File: src/rtl/pwc_fifo.sv
// Small first-in first-out queue built from registers.
`timescale 1ns / 1ps

module pwc_fifo #(
   parameter type item_type = logic,
   parameter int  DEPTH     = 4
) (
   input  logic     clock,
   input  logic     reset,
   input  logic     push,
   input  item_type push_data,
   output logic     full,
   input  logic     pop,
   output item_type pop_data,
   output logic     empty
);

   localparam int AW = (DEPTH > 1) ? $clog2(DEPTH) : 1;
   localparam int CW = $clog2(DEPTH + 1);

   item_type        mem_ff [DEPTH];
   logic [AW-1:0]   wr_ptr_ff, wr_ptr_in;
   logic [AW-1:0]   rd_ptr_ff, rd_ptr_in;
   logic [CW-1:0]   count_ff, count_in;
   logic            do_push, do_pop;

   assign full     = (count_ff == CW'(DEPTH));
   assign empty    = (count_ff == '0);
   assign do_push  = push && !full;
   assign do_pop   = pop && !empty;
   assign pop_data = mem_ff[rd_ptr_ff];

   always_comb begin
      wr_ptr_in = wr_ptr_ff;
      rd_ptr_in = rd_ptr_ff;
      count_in  = count_ff;
      if (do_push) begin
         wr_ptr_in = (wr_ptr_ff == AW'(DEPTH - 1)) ? '0 : wr_ptr_ff + 1'b1;
      end
      if (do_pop) begin
         rd_ptr_in = (rd_ptr_ff == AW'(DEPTH - 1)) ? '0 : rd_ptr_ff + 1'b1;
      end
      case ({do_push, do_pop})
         2'b10:   count_in = count_ff + 1'b1;
         2'b01:   count_in = count_ff - 1'b1;
         default: count_in = count_ff;
      endcase
   end

   always_ff @(posedge clock) begin
      if (reset) begin
         wr_ptr_ff <= '0;
         rd_ptr_ff <= '0;
         count_ff  <= '0;
      end else begin
         wr_ptr_ff <= wr_ptr_in;
         rd_ptr_ff <= rd_ptr_in;
         count_ff  <= count_in;
      end
   end

   always_ff @(posedge clock) begin
      if (do_push) begin
         mem_ff[wr_ptr_ff] <= push_data;
      end
   end

endmodule

File: config.mk
export PLATFORM = sky130hd
export DESIGN_NAME = pwc_fifo
export DESIGN_NICKNAME = d
export VERILOG_FILES = /design/src/rtl/pwc_fifo.sv
export SDC_FILE = /design/constraint.sdc
export NUM_CORES = 1
export LEC_CHECK = 0
export ABC_AREA = 1
export BUFFER_PORTS_ARGS = -buffer_cell sky130_fd_sc_hd__buf_2
export CAP_MARGIN = 0
export CORE_UTILIZATION = 45
export CTS_BUF_LIST = sky130_fd_sc_hd__clkbuf_4
export DETAILED_ROUTE_END_ITERATION = 16
export HOLD_SLACK_MARGIN = 0.02
export SKIP_LAST_GASP = 1
export SYNTH_ARGS = -nofsm -noshare
export SYNTH_HDL_FRONTEND = slang
export SYNTH_SLANG_ARGS = --single-unit
File: constraint.sdc
create_clock -name clock -period 4.2 [get_ports clock]
set_input_delay 0.21 -clock clock [delete_from_list [all_inputs] [get_ports clock]]
set_output_delay 0.21 -clock clock [all_outputs]
set_load 0.01 [all_outputs]
==> reports/metrics.cfg <==
[drt]
ant_nets = 0
first_pass_iters = 4
drt_iter0_drc = 8
vias_per_cell = 4.79
num_vias = 522
post-route-drc-count = 0
routed_wl_um = 1020
wl_per_cell_um = 9.33

[cells_and_area]
area_delta_synth_final_pct = 12.5
finalInstanceArea_sq_um = 754
stdcell_count = 109
antenna-diode-count = 0
fillers = 134
drive_above_1_share_pct = 17.0
final_util_pct = 55.9
layout.nets = 107

[clock_tree]
clock-root-buffer = clkbuf_4
postCtsHoldBufs = 0
ctsResizeCount = 0
path_clk_slew_ps = 80
cts_setup_buffers = 0
numCtsBuffers = 3
cts_tree = done
clock_tree.buffer_depth = 2
numClockSinks = 13
htreeDepth = 1
clk_latency_ps = 280

[setup_path]
start_kind = flop
r2r_start = count_ff[0]
ff2ff_path_depth = 12
critical_path_required_ps = 4380
critPathArrivalTime_ps = 2030
startpoint = count_ff[0]
end_kind = flop
path_max_fanout = 6
r2r_end = count_ff[2]
crit_type = reg2reg
reg2reg_slack_ps = 2360

[timing]
period_share_pct = 43.9
tns_ps = 0
setup_viol = 0
slew_headroom_pct = 85.0
hold_ws_ps = 153
rsz0062_at_grt = false
tightest_slew_ps = 225
min_period_ps = 1840
slew_viol_final = 0
layout_setup_ws_ps = 2360
finalHoldViolCount = 0
fmax_ghz = 0.542
finClkSkew_ps = 6.03

[synth]
ys_seq_area_share_pct = 44.8
mappedNetlistNets = 95
avgSynthCellArea_sq_um = 8.08
synth_cells = 83
synth_seq_cells = 13
syn_area_sq_um = 671
ys_warn_count = 0
synthDistinctLibCells = 15

[pwr]
comb_power_share_pct = 39.9
peakVddDrop_mv = 0.284
p_leak_nw = 0.387
p_total_mw = 0.449
cellPowerDensity_nw_per_um2 = 595
power.switching_mw = 0.173
seqPwrFrac_pct = 41.6
p_clk_share_pct = 18.6
switching_share_pct = 38.5
p_int_mw = 0.276

[floorplanning]
dieArea_sq_um = 1650
start_util_pct = 49.7
die_y_um = 40.6
io_pins = 8
placementRows = 13
core_area_sq_um = 1350
die_w_um = 40.6

[job]
maxCapViolCount = 0

[grt]
grt_pass1_wl_um = 1610
overflow = 0
grt_pass1_vias = 398
grt_start_max_net_pins = 8
antenna_found_initial = 0
track_usage_pct = 16.3

[min_path]
hold_class = in2reg
holdPathStages = 1
worstHoldStart = push_data
min_to = mem_ff[3]

[placed_design]
place_ws_ps = 2380
portBuffers = 7
place_area_sq_um = 724
dp.cells = 105
gp_congestion = 0.770
hpwlAfterDp_um = 767

[status]
run_status = completed

-- cell usage after synthesis --
master / count / area [sq um]
inv_1: 19 / 71.3
nor2_1: 14 / 52.6
nand2_1: 11 / 41.3
dfxtp_1: 9 / 180
ha_1: 6 / 75.1
a21oi_1: 5 / 25.0
o21ai_0: 5 / 25.0
edfxtp_1: 4 / 120
nand2_2: 3 / 18.8
nand3_1: 2 / 10.0
fa_1: 1 / 20.0
nand3b_1: 1 / 7.51
nand3b_2: 1 / 11.3
nand4_1: 1 / 6.26
nor2_2: 1 / 6.26
-- how the worst max path moves through the flow --
stage / end
after CTS: count_ff[2]
after detailed placement: count_ff[2]
after global placement: count_ff[2]
final: count_ff[2]
after global routing: count_ff[2]
after floorplan: count_ff[2]
-- critical path: stages (launching register included) --
cell and delay, ps:
dfxtp_1 340, nor2_2 170, nand2_2 120, nand2_1 170, ha_1 200, inv_1 70
fa_1 380, inv_1 60, nand2_1 60, nand3_1 60, nand2_1 50, inv_1 40
nor2_1 30
-- kinds of logic (layout without fill, tap and decap cells) --
family / after synthesis / after routing / synth area share, %
simple gates: 34 / 34 / 22.9
buf+inv: 19 / 30 / 10.6
flops: 13 / 13 / 44.8
compound gates: 10 / 10 / 7.46
fa+ha+maj: 7 / 7 / 14.2
-- layer usage --
metal	wire length (um)	GRT usage, %	part of all wire, %
met5	0	0	0
met2	443	23.0	44
met1	513	19.2	50
met3	36	6.67	3.5
met4	23	12.5	2.3
-- area by class of cell --
type / count / area (sq um) / share of cell area (%)
inverter: 19 / 71.3 / 9.45
sequential: 13 / 300 / 39.8
tap: 15 / 18.8 / 2.49
clock buffer: 4 / 30.0 / 3.98
multi-input combinational: 51 / 299 / 39.6
timing repair buffer: 7 / 35.0 / 4.64
-- power groups by stage --
stage	logic (mW)	registers, mW	clock network (mW)
finish	0.179	0.187	0.0834
global route	0.215	0.193	0.0926
CTS	0.182	0.187	0.0862
detailed placement	0.181	0.190	0
global placement	0.177	0.189	0
floorplan	0.140	0.184	0
-- layout by cell type, fill, tap and decap left out, types with 3 or more instances in the layout --
master    netlist  final
clkbuf_4        0      4
nor2_1         14     14
o21ai_0         5      5
inv_1          19     19
buf_2           0      7
nand2_2         3      3
edfxtp_1        4      4
dfxtp_1         9      9
ha_1            6      6
nand2_1        11     11
a21oi_1         5      5
Power figures use the tool's default switching activity.
