File: src/rtl/pwc_pkg.sv
// Shared types, constants and register codes of the PID controller with clamps.
`timescale 1ns / 1ps

package pwc_pkg;

   // Fixed field widths.
   localparam int VALUE_W   = 32;             // setpoint and measurement
   localparam int ERR_W     = VALUE_W + 1;    // exact error
   localparam int DIFF_W    = ERR_W + 1;      // error difference
   localparam int SUM_W     = 40;             // accumulated error
   localparam int GAIN_W    = 24;
   localparam int ILIM_W    = 39;
   localparam int OLIM_W    = 15;
   localparam int DRIVE_W   = 16;

   // Product and sum widths in the back part.
   localparam int P_W       = GAIN_W + 1 + ERR_W;    // 58
   localparam int D_W       = GAIN_W + 1 + DIFF_W;   // 59
   localparam int IPROD_W   = GAIN_W + 1 + SUM_W;    // 65
   localparam int PD_W      = D_W + 1;               // 60
   localparam int TOT_W     = 62;

   // The integral product is held within +-2^60 before the sum.
   localparam int IPROD_CAP_BIT = 60;
   localparam logic signed [IPROD_W-1:0] IPROD_CAP =
      {{(IPROD_W-IPROD_CAP_BIT-1){1'b0}}, 1'b1, {IPROD_CAP_BIT{1'b0}}};

   // Angle mode quantizer: divide by 50 through a reciprocal multiply.
   localparam int          QUANT_STEP  = 50;
   localparam int          QUANT_SHIFT = 37;
   localparam logic [31:0] QUANT_RECIP = 32'd2748779069;  // floor(2^37 / 50)
   localparam int          QPROD_W     = ERR_W + 32;
   localparam int          QUO_W       = QPROD_W - QUANT_SHIFT;

   // Defaults for the top level parameters.
   localparam int GAIN_FRAC_BITS_DEFAULT = 12;
   localparam int WORK_DEPTH_DEFAULT     = 4;
   localparam int RSP_DEPTH_DEFAULT      = 4;

   // Register port.
   localparam int CSR_INDEX_W = 3;
   localparam int CSR_DATA_W  = ILIM_W;

   localparam logic [CSR_INDEX_W-1:0] CSR_GAIN_P         = 3'd0;
   localparam logic [CSR_INDEX_W-1:0] CSR_GAIN_I         = 3'd1;
   localparam logic [CSR_INDEX_W-1:0] CSR_GAIN_D         = 3'd2;
   localparam logic [CSR_INDEX_W-1:0] CSR_INTEGRAL_LIMIT = 3'd3;
   localparam logic [CSR_INDEX_W-1:0] CSR_OUTPUT_LIMIT   = 3'd4;
   localparam logic [CSR_INDEX_W-1:0] CSR_ANGLE_MODE     = 3'd5;

   localparam logic [ILIM_W-1:0] INTEGRAL_LIMIT_RESET = {ILIM_W{1'b1}};
   localparam logic [OLIM_W-1:0] OUTPUT_LIMIT_RESET   = 15'd16000;

   typedef struct packed {
      logic                      enable;
      logic signed [VALUE_W-1:0] setpoint;
      logic signed [VALUE_W-1:0] measured;
   } req_type;

   typedef struct packed {
      logic signed [DRIVE_W-1:0] drive;
      logic                      clamped;
   } rsp_type;

   typedef struct packed {
      logic [GAIN_W-1:0] gain_p;
      logic [GAIN_W-1:0] gain_i;
      logic [GAIN_W-1:0] gain_d;
      logic [ILIM_W-1:0] integral_limit;
      logic [OLIM_W-1:0] output_limit;
      logic              angle_mode;
   } cfg_type;

   // One step's work as handed from the front part to the back part.
   typedef struct packed {
      logic                     enable;
      logic signed [ERR_W-1:0]  err;
      logic signed [SUM_W-1:0]  err_sum;
      logic signed [DIFF_W-1:0] err_diff;
   } work_type;

endpackage

File: src/rtl/pwc_front.sv
// Front part: takes items, forms the error and updates the integral and last error.
`timescale 1ns / 1ps

module pwc_front import pwc_pkg::*; (
   input  logic     clock,
   input  logic     reset,
   input  logic     push,
   input  req_type  req_data,
   output logic     full,
   input  cfg_type  cfg,
   output logic     work_push,
   output work_type work_data,
   input  logic     work_full
);

   logic                     adv;
   logic [4:0]               valid_ff, valid_in;

   // Stage 1: raw error.
   logic                     s1_en_ff, s1_en_in;
   logic signed [ERR_W-1:0]  s1_err_ff, s1_err_in;

   // Stage 2: sign and magnitude.
   logic                     s2_en_ff;
   logic signed [ERR_W-1:0]  s2_err_ff;
   logic                     s2_neg_ff, s2_neg_in;
   logic [ERR_W-1:0]         s2_mag_ff, s2_mag_in;

   // Stage 3: quotient estimate by 50.
   logic                     s3_en_ff;
   logic signed [ERR_W-1:0]  s3_err_ff;
   logic                     s3_neg_ff;
   logic [ERR_W-1:0]         s3_mag_ff;
   logic [QUO_W-1:0]         s3_quo_ff, s3_quo_in;
   logic [QPROD_W-1:0]       quo_prod;

   // Stage 4: multiple of 50 and whether the estimate was one short.
   logic                     s4_en_ff;
   logic signed [ERR_W-1:0]  s4_err_ff;
   logic                     s4_neg_ff;
   logic [ERR_W-1:0]         s4_base_ff, s4_base_in;
   logic                     s4_bump_ff, s4_bump_in;
   logic [ERR_W:0]           mul50, rem;

   // Stage 5: final error.
   logic                     s5_en_ff;
   logic signed [ERR_W-1:0]  s5_err_ff, s5_err_in;
   logic [ERR_W-1:0]         fixed_mag;
   logic signed [ERR_W-1:0]  quant_err;

   // Loop state.
   logic signed [SUM_W-1:0]  err_sum_ff, err_sum_in;
   logic signed [ERR_W-1:0]  prev_err_ff, prev_err_in;
   logic signed [SUM_W:0]    sum_wide, lim_pos, lim_neg;
   logic signed [SUM_W-1:0]  sum_clamped;
   logic signed [DIFF_W-1:0] diff;

   // The whole front moves unless its last stage is blocked by a full queue.
   assign adv  = !(valid_ff[4] && work_full);
   assign full = !adv;

   always_comb begin
      valid_in  = adv ? {valid_ff[3:0], push} : valid_ff;

      s1_en_in  = req_data.enable;
      s1_err_in = $signed({req_data.setpoint[VALUE_W-1], req_data.setpoint})
                - $signed({req_data.measured[VALUE_W-1], req_data.measured});

      s2_neg_in = s1_err_ff[ERR_W-1];
      s2_mag_in = s1_err_ff[ERR_W-1] ? ERR_W'(-s1_err_ff) : ERR_W'(s1_err_ff);

      quo_prod  = QPROD_W'(s2_mag_ff) * QPROD_W'(QUANT_RECIP);
      s3_quo_in = quo_prod[QPROD_W-1:QUANT_SHIFT];

      mul50      = (ERR_W+1)'(s3_quo_ff) * (ERR_W+1)'(QUANT_STEP);
      rem        = (ERR_W+1)'(s3_mag_ff) - mul50;
      s4_base_in = mul50[ERR_W-1:0];
      s4_bump_in = (rem >= (ERR_W+1)'(QUANT_STEP));

      fixed_mag  = s4_base_ff + (s4_bump_ff ? ERR_W'(QUANT_STEP) : '0);
      quant_err  = s4_neg_ff ? -$signed(fixed_mag) : $signed(fixed_mag);
      s5_err_in  = cfg.angle_mode ? quant_err : s4_err_ff;
   end

   // Integral update and error difference for the item leaving the front.
   always_comb begin
      sum_wide = $signed({err_sum_ff[SUM_W-1], err_sum_ff})
               + $signed({{(SUM_W-ERR_W+1){s5_err_ff[ERR_W-1]}}, s5_err_ff});
      lim_pos  = $signed({2'b00, cfg.integral_limit});
      lim_neg  = -lim_pos;
      if (sum_wide > lim_pos) begin
         sum_clamped = lim_pos[SUM_W-1:0];
      end else if (sum_wide < lim_neg) begin
         sum_clamped = lim_neg[SUM_W-1:0];
      end else begin
         sum_clamped = sum_wide[SUM_W-1:0];
      end
      diff = $signed({s5_err_ff[ERR_W-1], s5_err_ff})
           - $signed({prev_err_ff[ERR_W-1], prev_err_ff});

      work_push          = valid_ff[4] && !work_full;
      work_data.enable   = s5_en_ff;
      work_data.err      = s5_err_ff;
      work_data.err_sum  = sum_clamped;
      work_data.err_diff = diff;

      err_sum_in  = err_sum_ff;
      prev_err_in = prev_err_ff;
      if (work_push) begin
         if (s5_en_ff) begin
            err_sum_in  = sum_clamped;
            prev_err_in = s5_err_ff;
         end else begin
            err_sum_in  = '0;
            prev_err_in = '0;
         end
      end
   end

   always_ff @(posedge clock) begin
      if (reset) begin
         valid_ff    <= '0;
         err_sum_ff  <= '0;
         prev_err_ff <= '0;
      end else begin
         valid_ff    <= valid_in;
         err_sum_ff  <= err_sum_in;
         prev_err_ff <= prev_err_in;
      end
   end

   always_ff @(posedge clock) begin
      if (adv) begin
         s1_en_ff   <= s1_en_in;
         s1_err_ff  <= s1_err_in;
         s2_en_ff   <= s1_en_ff;
         s2_err_ff  <= s1_err_ff;
         s2_neg_ff  <= s2_neg_in;
         s2_mag_ff  <= s2_mag_in;
         s3_en_ff   <= s2_en_ff;
         s3_err_ff  <= s2_err_ff;
         s3_neg_ff  <= s2_neg_ff;
         s3_mag_ff  <= s2_mag_ff;
         s3_quo_ff  <= s3_quo_in;
         s4_en_ff   <= s3_en_ff;
         s4_err_ff  <= s3_err_ff;
         s4_neg_ff  <= s3_neg_ff;
         s4_base_ff <= s4_base_in;
         s4_bump_ff <= s4_bump_in;
         s5_en_ff   <= s4_en_ff;
         s5_err_ff  <= s5_err_in;
      end
   end

endmodule

File: config.mk
export PLATFORM = sky130hd
export DESIGN_NAME = pwc_front
export DESIGN_NICKNAME = d
export VERILOG_FILES = /design/src/rtl/pwc_pkg.sv /design/src/rtl/pwc_front.sv
export SDC_FILE = /design/constraint.sdc
export NUM_CORES = 2
export LEC_CHECK = 0
export BUFFER_PORTS_ARGS = -buffer_cell sky130_fd_sc_hd__buf_2
export CAP_MARGIN = 20
export CORE_MARGIN = 4
export CORE_UTILIZATION = 23
export DETAILED_ROUTE_END_ITERATION = 6
export GPL_TIMING_DRIVEN = 0
export HOLD_SLACK_MARGIN = 0.15
export PLACE_DENSITY = 0.36
export RECOVER_POWER = 50
export SLEW_MARGIN = 40
export SYNTH_ARGS = -nofsm -noshare
export SYNTH_HDL_FRONTEND = slang
export SYNTH_SLANG_ARGS = --single-unit
export TNS_END_PERCENT = 100
File: constraint.sdc
create_clock -name clock -period 10.1 [get_ports clock]
set_input_delay 0.505 -clock clock [delete_from_list [all_inputs] [get_ports clock]]
set_output_delay 0.505 -clock clock [all_outputs]
set_load 0.1 [all_outputs]
==> out/metrics.yaml <==
min_from: "cfg[16]"
ys_seq_elements: 373
arrival_ns: 9.92
startpoint_type: "register"
io_pins: 306
worst_path_largest_cell_delay_ns: 0.62
synthCells: 4576
yosysSeqAreaShare: 0.232
hold_path_class: "in -> reg"
cts_sinks: 373
status: "complete, but fails checks"
synth_edf_count: 295
max-clock-path-buffers: 3
overflow: 0
yosysTopAreaCell: "edfxtp_1"
endpoint_kind: "register"
critPathRequiredTime_ns: 10.48
wire_per_inst_um: 19.8
grtUsageTotal: 0.145
portBuffers: 213
start_util: 0.232
setup.worst_path.start: "s2_mag_ff[10]$_DFFE_PN_"
grt_setup_unrepaired: "no"
tritoncts: "done"
violations: "DRC, capacitance limit, slew limit"
grt_pass1_wl_mm: 223
antenna_found_initial: 7
slowest_stage: "edfxtp_1"
cap_violations: 4
routed_wl_mm: 148
setup-violations-final: 0
hold_slack_ns: 0.219
drive_gt1_frac: 0.0915
cp_num_buf_inv: 5
first_global_vias: 34700
max_freq_ghz: 0.105
die_area_um2: 202000
slew-limit-headroom: -1.52
area_growth_pct: 14.7
synth_top_area_frac: 0.198
route.vias.total: 33000
worstPathMaxFanout: 6
drv_slew: 242
syn-cell-area_um2: 44800
syn_nets: 5903
period_minus_slack_ns: 9.54
tightest_slew_ns: 3.79
place_congestion: 0.867
cts_root_buffer: "clkbuf_16"
drt-pass1-iter-count: 7
row_count: 161
finalHoldViolCount: 0
die_x_um: 450
critical_path.top_delay_family: "adder cells"
crit_top_cell: "fa_1"
ys.flop_type: "edfxtp_1"
grt_max_degree: 72
dpl.hpwl_mm: 127
avgViaCountPerCell: 4.42
final_net_count: 6218
synth.yosys.warnings: 0
final_cell_mix: "923 x inv_1, 702 x ha_1, 429 x fa_1"
coreArea_um2: 193000
avgSynthCellArea_um2: 9.80
worstSetupPathType: "reg -> reg"
die_h_um: 450
drc: 1
reg2reg_from: "s2_mag_ff[10]$_DFFE_PN_"
final_common_cell: "inv_1"
cts_buffers: 49
synthArstFlopShare: 0
period_share: 0.945
htreeDepth: 2
synth_area_leaders: "edfxtp_1 20%, ha_1 20%, fa_1 19%"
synth_cell_types: 109
insertion_delay_ns: 0.64
drt_iter0_markers: 1625
antenna_left: 0
finClkSkew_ns: 0.0459
clkTransAtPathRegs_ns: 0.06
worst min-delay path, cell delays in order:
cell and delay, ns:
buf_2 0.14, o211ai_1 0.09, o311ai_0 0.10
registers in the layout (all words and copies together), names as in the netlist, 5 cells and up:
name,flops
err_sum_ff,40
prev_err_ff,33
s1_err_ff,33
s2_err_ff,33
s3_err_ff,33
s4_err_ff,33
s5_err_ff,33
s2_mag_ff,32
s3_mag_ff,32
s4_base_ff,32
s3_quo_ff,28
valid_ff,5
layout make-up:
type	count	area [um^2]
tap	2526	3160
multi-input combinational	3195	30600
inverter	925	3470
antenna	1	2.50
buffer	83	362
clock inverter	38	502
clock buffer	53	1240
sequential	373	10400
timing repair buffer	264	1620
fill	20700	142000
cells in the mapped netlist, types with 12 or more instances:
| master | count |
|---|---|
| edfxtp_1 | 295 |
| dfxtp_1 | 78 |
| clkbuf_1 | 63 |
| inv_1 | 922 |
| ha_1 | 702 |
| nor2_1 | 198 |
| and3_1 | 25 |
| and2_1 | 22 |
| o211ai_1 | 18 |
| nand4_1 | 51 |
| nand2b_1 | 42 |
| a21o_1 | 95 |
| o21bai_1 | 26 |
| o31ai_1 | 29 |
| xor2_1 | 80 |
| or2_2 | 14 |
| xnor2_1 | 193 |
| fa_1 | 429 |
| or3_1 | 24 |
| nor2b_1 | 48 |
| mux2_2 | 30 |
| o21a_1 | 28 |
| a211oi_1 | 29 |
| mux2i_1 | 33 |
| nor4_1 | 18 |
| a22o_1 | 27 |
| nor3_1 | 58 |
| nand2_1 | 238 |
| a31oi_1 | 23 |
| nand3_1 | 99 |
| a21oi_1 | 254 |
| o21ai_0 | 128 |
| a21boi_0 | 12 |
layer usage:
metal	wire length [um]	share of wire	global-route usage
met5	8	0.000054	0
met4	4740	0.032	0.0439
met3	4860	0.033	0.0177
met2	73000	0.49	0.255
met1	65300	0.44	0.186
repair_timing:
| item | CTS | global route |
|---|---|---|
| endpoints found under the hold margin | 2 | 0 |
| resized for setup | 0 | 1 |
| setup buffers | 0 | 13 |
| endpoints found under the setup margin | 0 | 6 |
| hold buffers | 2 | 0 |
metrics by stage:
stage / util / worst slack, ns / setup TNS (ns) / instance area [um^2] / std cells
global placement: 0.254 / -0.791 / -5.85 / 49100 / 7315
CTS: 0.266 / 0.0571 / 0 / 51400 / 7444
finish: 0.266 / 0.555 / 0 / 51400 / 7458
detailed placement: 0.257 / 0.0889 / 0 / 49600 / 7351
floorplan: - / 2.06 / 0 / 44800 / 4576
global route: 0.266 / 0.0247 / 0 / 51400 / 7458
path summary, 6_finish.rpt:
path | endpoint | slack, ns | depth (start not counted)
worst max register to register | s3_quo_ff[27]$_DFFE_PN_ | 0.56 | 27
worst min-delay path | err_sum_ff[0]$_SDFFE_PP0P_ | 0.22 | 3
worst min register to register | s4_err_ff[12]$_DFFE_PN_ | 0.40 | 0
worst max-delay path | s3_quo_ff[27]$_DFFE_PN_ | 0.56 | 27
logic make-up (layout without fill, tap and decap cells):
| kind of cell | count (synthesis) | count (layout) | share of synthesized area |
|---|---|---|---|
| AOI/OAI and AO/OA | 810 | 810 | 0.120 |
| xor gates and xnor gates | 277 | 277 | 0.0552 |
| adders and majority gates | 1139 | 1139 | 0.389 |
| buffers and inverters | 1008 | 1363 | 0.0855 |
| DFF | 373 | 373 | 0.232 |
| muxes | 66 | 66 | 0.0159 |
| other | 0 | 1 | 0 |
| and+or+nand+nor | 903 | 903 | 0.102 |
Power is left out: the tool's default activity adds up to more than one toggle a clock period on the data nets, which glitch-free logic cannot reach.
